==> config.mk <==
export PLATFORM = sky130hd
export DESIGN_NAME = moving_average_deadband
export DESIGN_NICKNAME = d
export VERILOG_FILES = /design/src/sv/mad_pkg.sv /design/src/sv/mad_ram.sv /design/src/sv/mad_div.sv /design/src/sv/moving_average_deadband.sv
export VERILOG_INCLUDE_DIRS = /design/src /design/src/sv
export SDC_FILE = /design/constraint.sdc
export NUM_CORES = 1
export LEC_CHECK = 0
export ABC_AREA = 1
export BUFFER_PORTS_ARGS = -buffer_cell sky130_fd_sc_hd__buf_2
export CAP_MARGIN = 15
export CORE_ASPECT_RATIO = 0.6
export CORE_MARGIN = 2
export CORE_UTILIZATION = 60
export CTS_CLUSTER_SIZE = 28
export DETAILED_ROUTE_END_ITERATION = 7
export PLACE_DENSITY = 0.83
export REMOVE_ABC_BUFFERS = 1
export SLEW_MARGIN = 25
export SYNTH_ARGS = -nofsm -noshare
export SYNTH_HDL_FRONTEND = slang
export SYNTH_HIERARCHICAL = 1
export SYNTH_SLANG_ARGS = --single-unit
==> constraint.sdc <==
create_clock -name clk -period 8.9 [get_ports clk]
set_clock_uncertainty 0.05 [all_clocks]
set_input_delay 0.89 -clock clk [delete_from_list [all_inputs] [get_ports clk]]
set_output_delay 0.89 -clock clk [all_outputs]
set_load 0.01 [all_outputs]
==> src/sv/assert_macros.svh <==
// Assertion macros used by the RTL of the moving average block.
`ifndef ASSERT_MACROS_SVH
`define ASSERT_MACROS_SVH
`ifndef SYNTH
// Check that expr holds at every clock edge outside reset.
`define MAD_ASSERT_ALWAYS(lbl, clk, rst_n, expr) \
  lbl: assert property (@(posedge clk) disable iff (!rst_n) (expr)) \
    else $error("assertion failed");
// Check that cons holds in the cycle after ante.
`define MAD_ASSERT_NEXT(lbl, clk, rst_n, ante, cons) \
  lbl: assert property (@(posedge clk) disable iff (!rst_n) (ante) |=> (cons)) \
    else $error("assertion failed");
// Check that cons holds in the same cycle as ante.
`define MAD_ASSERT_SAME(lbl, clk, rst_n, ante, cons) \
  lbl: assert property (@(posedge clk) disable iff (!rst_n) (ante) |-> (cons)) \
    else $error("assertion failed");
`else
`define MAD_ASSERT_ALWAYS(lbl, clk, rst_n, expr)
`define MAD_ASSERT_NEXT(lbl, clk, rst_n, ante, cons)
`define MAD_ASSERT_SAME(lbl, clk, rst_n, ante, cons)
`endif
`endif

==> src/sv/mad_pkg.sv <==
// Shared widths and types of the moving average block.
package mad_pkg;

  localparam int SAMPLE_W = 16;
  localparam int THR_W    = 15;

  // Divider status seen by the control sequencer
  typedef struct packed {
    logic busy;
    logic done;
  } div_stat_t;

endpackage

==> src/sv/mad_ram.sv <==
// Generic single-port-write, single-port-read RAM with registered read.
module mad_ram #(
  parameter int WIDTH = 16,
  parameter int DEPTH = 8
) (
  input  logic                                  clk,
  input  logic                                  wr_en,
  input  logic [((DEPTH > 1) ? $clog2(DEPTH) : 1)-1:0] wr_addr,
  input  logic [WIDTH-1:0]                      wr_data,
  input  logic [((DEPTH > 1) ? $clog2(DEPTH) : 1)-1:0] rd_addr,
  output logic [WIDTH-1:0]                      rd_data
);

  logic [WIDTH-1:0] mem_r [DEPTH];
  logic [WIDTH-1:0] rd_data_r;

  // write port
  always_ff @(posedge clk) begin
    if (wr_en) begin
      mem_r[wr_addr] <= wr_data;
    end
  end

  // registered read port
  always_ff @(posedge clk) begin
    rd_data_r <= mem_r[rd_addr];
  end

  assign rd_data = rd_data_r;

endmodule

==> src/sv/mad_div.sv <==
// Bit-serial restoring divider: one quotient bit per cycle.
module mad_div #(
  parameter int DIVD_W = 20,
  parameter int DIVR_W = 4
) (
  input  logic                  clk,
  input  logic                  rst_n,
  input  logic                  start,
  input  logic [DIVD_W-1:0]     dividend,
  input  logic [DIVR_W-1:0]     divisor,
  output logic [DIVD_W-1:0]     quotient,
  output mad_pkg::div_stat_t    stat
);

  import mad_pkg::*;

  localparam int CNT_W = (DIVD_W > 1) ? $clog2(DIVD_W) : 1;

  logic [DIVD_W-1:0] q_r, q_nxt;
  logic [DIVR_W-1:0] rem_r, rem_nxt;
  logic [DIVR_W-1:0] dvs_r;
  logic [CNT_W-1:0]  cnt_r;
  logic              busy_r, done_r;
  logic [DIVR_W:0]   rem_shl;
  logic [DIVR_W+1:0] trial;

  // trial subtract of the divisor from the shifted remainder
  always_comb begin
    rem_shl = {rem_r, q_r[DIVD_W-1]};
    trial   = {1'b0, rem_shl} - {2'b00, dvs_r};
    q_nxt   = {q_r[DIVD_W-2:0], ~trial[DIVR_W+1]};
    rem_nxt = trial[DIVR_W+1] ? rem_shl[DIVR_W-1:0] : trial[DIVR_W-1:0];
  end

  // control: busy while the DIVD_W quotient bits are formed, then a one-cycle done pulse
  always_ff @(posedge clk) begin
    if (!rst_n) begin
      busy_r <= 1'b0;
      done_r <= 1'b0;
      cnt_r  <= '0;
    end else if (start) begin
      busy_r <= 1'b1;
      done_r <= 1'b0;
      cnt_r  <= '0;
    end else if (busy_r) begin
      cnt_r <= cnt_r + 1'b1;
      if (cnt_r == CNT_W'(DIVD_W - 1)) begin
        busy_r <= 1'b0;
        done_r <= 1'b1;
      end
    end else begin
      done_r <= 1'b0;
    end
  end

  // datapath shift registers
  always_ff @(posedge clk) begin
    if (start) begin
      q_r   <= dividend;
      rem_r <= '0;
      dvs_r <= divisor;
    end else if (busy_r) begin
      q_r   <= q_nxt;
      rem_r <= rem_nxt;
    end
  end

  assign quotient  = q_r;
  assign stat.busy = busy_r;
  assign stat.done = done_r;

endmodule

==> src/sv/moving_average_deadband.sv <==
// Each sample passes the states IDLE, RD, DIV and FIN in that order; SUM_W = 17 + log2(WINDOW).
// A new sample is taken only in IDLE, once the last one has left FIN; in DIV the
// bit-serial divider retires one quotient bit per cycle.
// A finished result waits in the output register while the next item is taken.
// Reset (synchronous, active low) clears fill count, slot, sum, last report,
// threshold and handshake state; ring entries are read only once written.
module moving_average_deadband #(
  parameter int WINDOW = 8
) (
  input  logic                                  clk,
  input  logic                                  rst_n,
  input  logic                                  in_valid,
  output logic                                  in_stall,
  input  logic signed [mad_pkg::SAMPLE_W-1:0]   in_sample,
  output logic                                  out_valid,
  input  logic                                  out_stall,
  output logic signed [mad_pkg::SAMPLE_W-1:0]   out_average,
  output logic                                  out_send_flag,
  input  logic                                  cfg_wr_en,
  input  logic [mad_pkg::THR_W-1:0]             cfg_wr_data
);

  import mad_pkg::*;
`include "assert_macros.svh"

  localparam int SUM_W  = SAMPLE_W + $clog2(WINDOW) + 1;
  localparam int CNT_W  = $clog2(WINDOW + 1);
  localparam int SLOT_W = (WINDOW > 1) ? $clog2(WINDOW) : 1;

  localparam logic [1:0] S_IDLE = 2'd0;
  localparam logic [1:0] S_RD   = 2'd1;
  localparam logic [1:0] S_DIV  = 2'd2;
  localparam logic [1:0] S_FIN  = 2'd3;

  logic [1:0]                 state_r, state_nxt;
  logic signed [SAMPLE_W-1:0] samp_r;
  logic [SLOT_W-1:0]          slot_r;
  logic [CNT_W-1:0]           fill_r;
  logic signed [SUM_W-1:0]    sum_r;
  logic                       neg_r;
  logic signed [SAMPLE_W-1:0] last_r;
  logic [THR_W-1:0]           thr_r;
  logic                       out_valid_r;
  logic signed [SAMPLE_W-1:0] out_avg_r;
  logic                       out_send_r;

  logic                       in_xfer, out_xfer, out_load;
  logic                       full;
  logic [SAMPLE_W-1:0]        ring_rdata;
  logic signed [SUM_W-1:0]    old_ext, new_ext, sum_nxt;
  logic [SUM_W-1:0]           mag;
  logic [CNT_W-1:0]           fill_nxt;
  logic                       div_start;
  logic [SUM_W-1:0]           quot;
  div_stat_t                  div_stat;
  logic [SUM_W-1:0]           avg_full;
  logic signed [SAMPLE_W-1:0] avg;
  logic signed [SAMPLE_W:0]   diff;
  logic [SAMPLE_W:0]          adiff;
  logic                       send;

  assign in_stall  = (state_r != S_IDLE);
  assign in_xfer   = in_valid && !in_stall;
  assign out_xfer  = out_valid_r && !out_stall;
  assign out_load  = (state_r == S_FIN) && (!out_valid_r || !out_stall);
  assign full      = (fill_r == CNT_W'(WINDOW));
  assign div_start = (state_r == S_RD);

  // sample ring
  mad_ram #(
    .WIDTH (SAMPLE_W),
    .DEPTH (WINDOW)
  ) u_ring (
    .clk     (clk),
    .wr_en   (div_start),
    .wr_addr (slot_r),
    .wr_data (samp_r),
    .rd_addr (slot_r),
    .rd_data (ring_rdata)
  );

  // running sum update and divider operands
  always_comb begin
    old_ext  = full ? {{(SUM_W - SAMPLE_W){ring_rdata[SAMPLE_W-1]}}, ring_rdata} : '0;
    new_ext  = {{(SUM_W - SAMPLE_W){samp_r[SAMPLE_W-1]}}, samp_r};
    sum_nxt  = sum_r - old_ext + new_ext;
    mag      = sum_nxt[SUM_W-1] ? SUM_W'(-sum_nxt) : SUM_W'(sum_nxt);
    fill_nxt = full ? fill_r : fill_r + 1'b1;
  end

  mad_div #(
    .DIVD_W (SUM_W),
    .DIVR_W (CNT_W)
  ) u_div (
    .clk      (clk),
    .rst_n    (rst_n),
    .start    (div_start),
    .dividend (mag),
    .divisor  (fill_nxt),
    .quotient (quot),
    .stat     (div_stat)
  );

  // signed mean and deadband compare
  always_comb begin
    avg_full = neg_r ? (~quot + 1'b1) : quot;
    avg      = avg_full[SAMPLE_W-1:0];
    diff     = {avg[SAMPLE_W-1], avg} - {last_r[SAMPLE_W-1], last_r};
    adiff    = diff[SAMPLE_W] ? (SAMPLE_W + 1)'(-diff) : (SAMPLE_W + 1)'(diff);
    send     = adiff > {2'b00, thr_r};
  end

  // sequencer
  always_comb begin
    state_nxt = state_r;
    unique case (state_r)
      S_IDLE: if (in_xfer) state_nxt = S_RD;
      S_RD:   state_nxt = S_DIV;
      S_DIV:  if (div_stat.done) state_nxt = S_FIN;
      S_FIN:  if (out_load) state_nxt = S_IDLE;
      default: state_nxt = S_IDLE;
    endcase
  end

  // control and filter state
  always_ff @(posedge clk) begin
    if (!rst_n) begin
      state_r     <= S_IDLE;
      slot_r      <= '0;
      fill_r      <= '0;
      sum_r       <= '0;
      last_r      <= '0;
      thr_r       <= '0;
      out_valid_r <= 1'b0;
    end else begin
      state_r <= state_nxt;
      if (cfg_wr_en) begin
        thr_r <= cfg_wr_data;
      end
      if (div_start) begin
        sum_r  <= sum_nxt;
        fill_r <= fill_nxt;
        slot_r <= (slot_r == SLOT_W'(WINDOW - 1)) ? '0 : slot_r + 1'b1;
      end
      if (out_load && send) begin
        last_r <= avg;
      end
      if (out_load) begin
        out_valid_r <= 1'b1;
      end else if (out_xfer) begin
        out_valid_r <= 1'b0;
      end
    end
  end

  // payload registers
  always_ff @(posedge clk) begin
    if (in_xfer) begin
      samp_r <= in_sample;
    end
    if (div_start) begin
      neg_r <= sum_nxt[SUM_W-1];
    end
    if (out_load) begin
      out_avg_r  <= avg;
      out_send_r <= send;
    end
  end

  assign out_valid     = out_valid_r;
  assign out_average   = out_avg_r;
  assign out_send_flag = out_send_r;

  // checks
  `MAD_ASSERT_NEXT(a_accept_reads, clk, rst_n, in_xfer, state_r == S_RD)
  `MAD_ASSERT_ALWAYS(a_fill_bound, clk, rst_n, fill_r <= CNT_W'(WINDOW))
  `MAD_ASSERT_SAME(a_done_in_div, clk, rst_n, div_stat.done, state_r == S_DIV)
  `MAD_ASSERT_SAME(a_rise_from_fin, clk, rst_n, $rose(out_valid_r), $past(state_r) == S_FIN)
  `MAD_ASSERT_SAME(a_busy_in_div, clk, rst_n, div_stat.busy, state_r == S_DIV)

endmodule

==> reports/metrics.yaml <==
status:
  status: "complete, no violations"
floorplanning:
  die_h_um: 129
  initial_core_util_pct: 61.3
  io_pins: 55
  die_w_um: 212
  coreArea_um2: 25400
  rows: 45
  fp.dieArea_um2: 27300
synthesis:
  yosysWarnings: 6
  syn_inst: 1911
  syn_avg_cell_area_um2: 8.14
  netlist_area_um2: 15600
routing:
  drtIter0Drc: 1420
  drc: 0
  wl_per_cell_um: 15.2
  drt-total-wl_mm: 35.4
  via_count: 12300
  first_pass_iters: 5
  via_per_inst: 5.31
  ant_nets: 0
timing:
  fin_crit_ns: 6.03
  period_share_pct: 67.8
  finalSetupViolations: 0
  final.setup.tns_ns: 0
  tightest_slew_ns: 1.01
  slew-limit-headroom_pct: 32.7
  hold_viol_final: 0
  slew_viol_final: 0
  rsz0062_at_grt: "false"
  max_freq_mhz: 166
setup_path:
  slowest_delay_ns: 0.43
  r2r_end: "last_r[1]"
  r2r_slack_ns: 2.87
  slowest_stage: "edfxtp_1"
  critPathMaxFanout: 32
  crit_type: "reg2reg"
  cpMostUsedCell: "nand2_1"
  cp.arrival_ns: 6.46
  critPathLaunchType: "register"
  ff2ff_path_depth: 36
  cp_num_buf_inv: 6
  cp-end-kind: "register"
  r2r_start: "u_div/quotient[0]"
  crit_family: "simple AND/OR/NAND/NOR gates"
  crit_required_ns: 9.33
place:
  place.gp.congestion: 0.959
  io_buffer_count: 54
  dp_hpwl_mm: 24.4
clocking:
  cts_setup_buffers: 0
  cts_inserted_buffers: 26
  h-tree-depth: 1
  root_buffer: "clkbuf_16"
  clock-sinks: 274
  hold_buffers: 0
  path_clk_slew_ns: 0.06
  post_cts_resize_count: 0
  insertion_delay_ns: 0.55
  clk_path_buf_depth: 3
  cts_tree: "built"
global_route:
  grt_overflow_total: 0
  grt_pass1_wl_mm: 56.7
  antenna_found_initial: 0
  grt_pass1_vias: 11400
  grtUsageTotal_pct: 26.2
  grt_max_degree: 71
final_layout:
  drive_above_1_share_pct: 7.55
  nets: 2082
  antenna_cells: 0
  syn2layout_area_growth_pct: 9.13
job:
  cap_violations: 0
min_path:
  hp-class: "reg2reg"
  hold_end: "thr_r[4]"
  whs_path_depth: 2
  worstHoldStart: "thr_r[4]"
==> routing by layer <==
| layer | part of all wire [%] | vias to the layer above | track usage (%) |
|---|---|---|---|
| met3 | 9.6 | 70 | 4.56 |
| met4 | 1.8 | 0 | 7.00 |
| met5 | 0 | - | 0 |
| met1 | 46 | 5678 | 38.5 |
| li1 | - | 6044 | - |
| met2 | 43 | 555 | 40.3 |
==> per-stage QoR <==
step | util (%) | cell area [um^2] | setup WS, ns | cells | hold slack [ns]
final | 66.9 | 17000 | 2.87 | 2326 | 0.411
after global routing | 66.9 | 17000 | 2.26 | 2326 | 0.433
after CTS | 66.9 | 17000 | 3.00 | 2326 | 0.417
after detailed placement | 63.3 | 16100 | 3.15 | 2280 | 0.408
after global placement | 63.3 | 16100 | 3.52 | 2280 | 0.404
after floorplan | - | 15200 | 4.13 | 1858 | 0.385
==> area by class of cell <==
cell class / instances / area [um^2]
Inverter: 407 / 1530
Clock inverter: 11 / 208
Clock buffer: 35 / 716
Tap cell: 352 / 440
Multi-Input combinational cell: 1177 / 6350
Timing Repair Buffer: 70 / 390
Fill cell: 2004 / 8410
Sequential cell: 274 / 7350
==> cell usage in the layout, fill, tap and decap left out, types with 7 or more instances in the layout <==
| master | count |
|---|---|
| ha_1 | 68 |
| buf_4 | 16 |
| a21oi_1 | 86 |
| buf_2 | 54 |
| xnor2_1 | 20 |
| nor3_1 | 16 |
| nand4_1 | 13 |
| o21ai_0 | 50 |
| inv_1 | 400 |
| dfxtp_1 | 87 |
| nand2_2 | 11 |
| edfxtp_1 | 186 |
| clkbuf_1 | 7 |
| o211ai_1 | 9 |
| clkbuf_16 | 27 |
| xor2_1 | 41 |
| nand2_1 | 525 |
| nor2_1 | 128 |
| fa_1 | 21 |
| nor2_2 | 8 |
| nand3b_1 | 17 |
| nand3_1 | 131 |
==> worst register-to-register path: cells and delay by family, from the launching register on <==
| kind | cells | cell delay (ns) |
|---|---|---|
| AND/OR/NAND/NOR | 23 | 3.19 |
| XOR/XNOR | 2 | 0.35 |
| adder cells (fa/ha/maj) | 3 | 0.80 |
| flip-flops | 1 | 0.43 |
| AO/OA/AOI/OAI | 2 | 0.27 |
| buffers and inverters | 6 | 0.84 |
==> worst max-delay path by stage <==
stage                                  from  slack (ns)  depth (start not counted)         to
after CTS                 u_div/quotient[0]        3.00                         36  last_r[1]
after global routing      u_div/quotient[0]        2.26                         35  last_r[1]
final                     u_div/quotient[0]        2.87                         36  last_r[1]
after floorplan           u_div/quotient[0]        4.13                         35  last_r[1]
after global placement    u_div/quotient[0]        3.52                         34  last_r[1]
after detailed placement  u_div/quotient[0]        3.15                         36  last_r[1]
==> flip-flops by register name, summed over array words and instances, names as in the netlist, 4 cells and up <==
signal,flops
u_div/dvs_r,4
u_ring/rd_data,16
u_div/quotient,20
last_r,16
u_div/rem_r,4
samp_r,16
sum_r,20
out_average,16
u_div/cnt_r,5
thr_r,15
fill_r,4
u_ring/mem_r,128
Power is not shown: default switching activity piles up to over one toggle a cycle in this logic, so the estimate is an artifact.
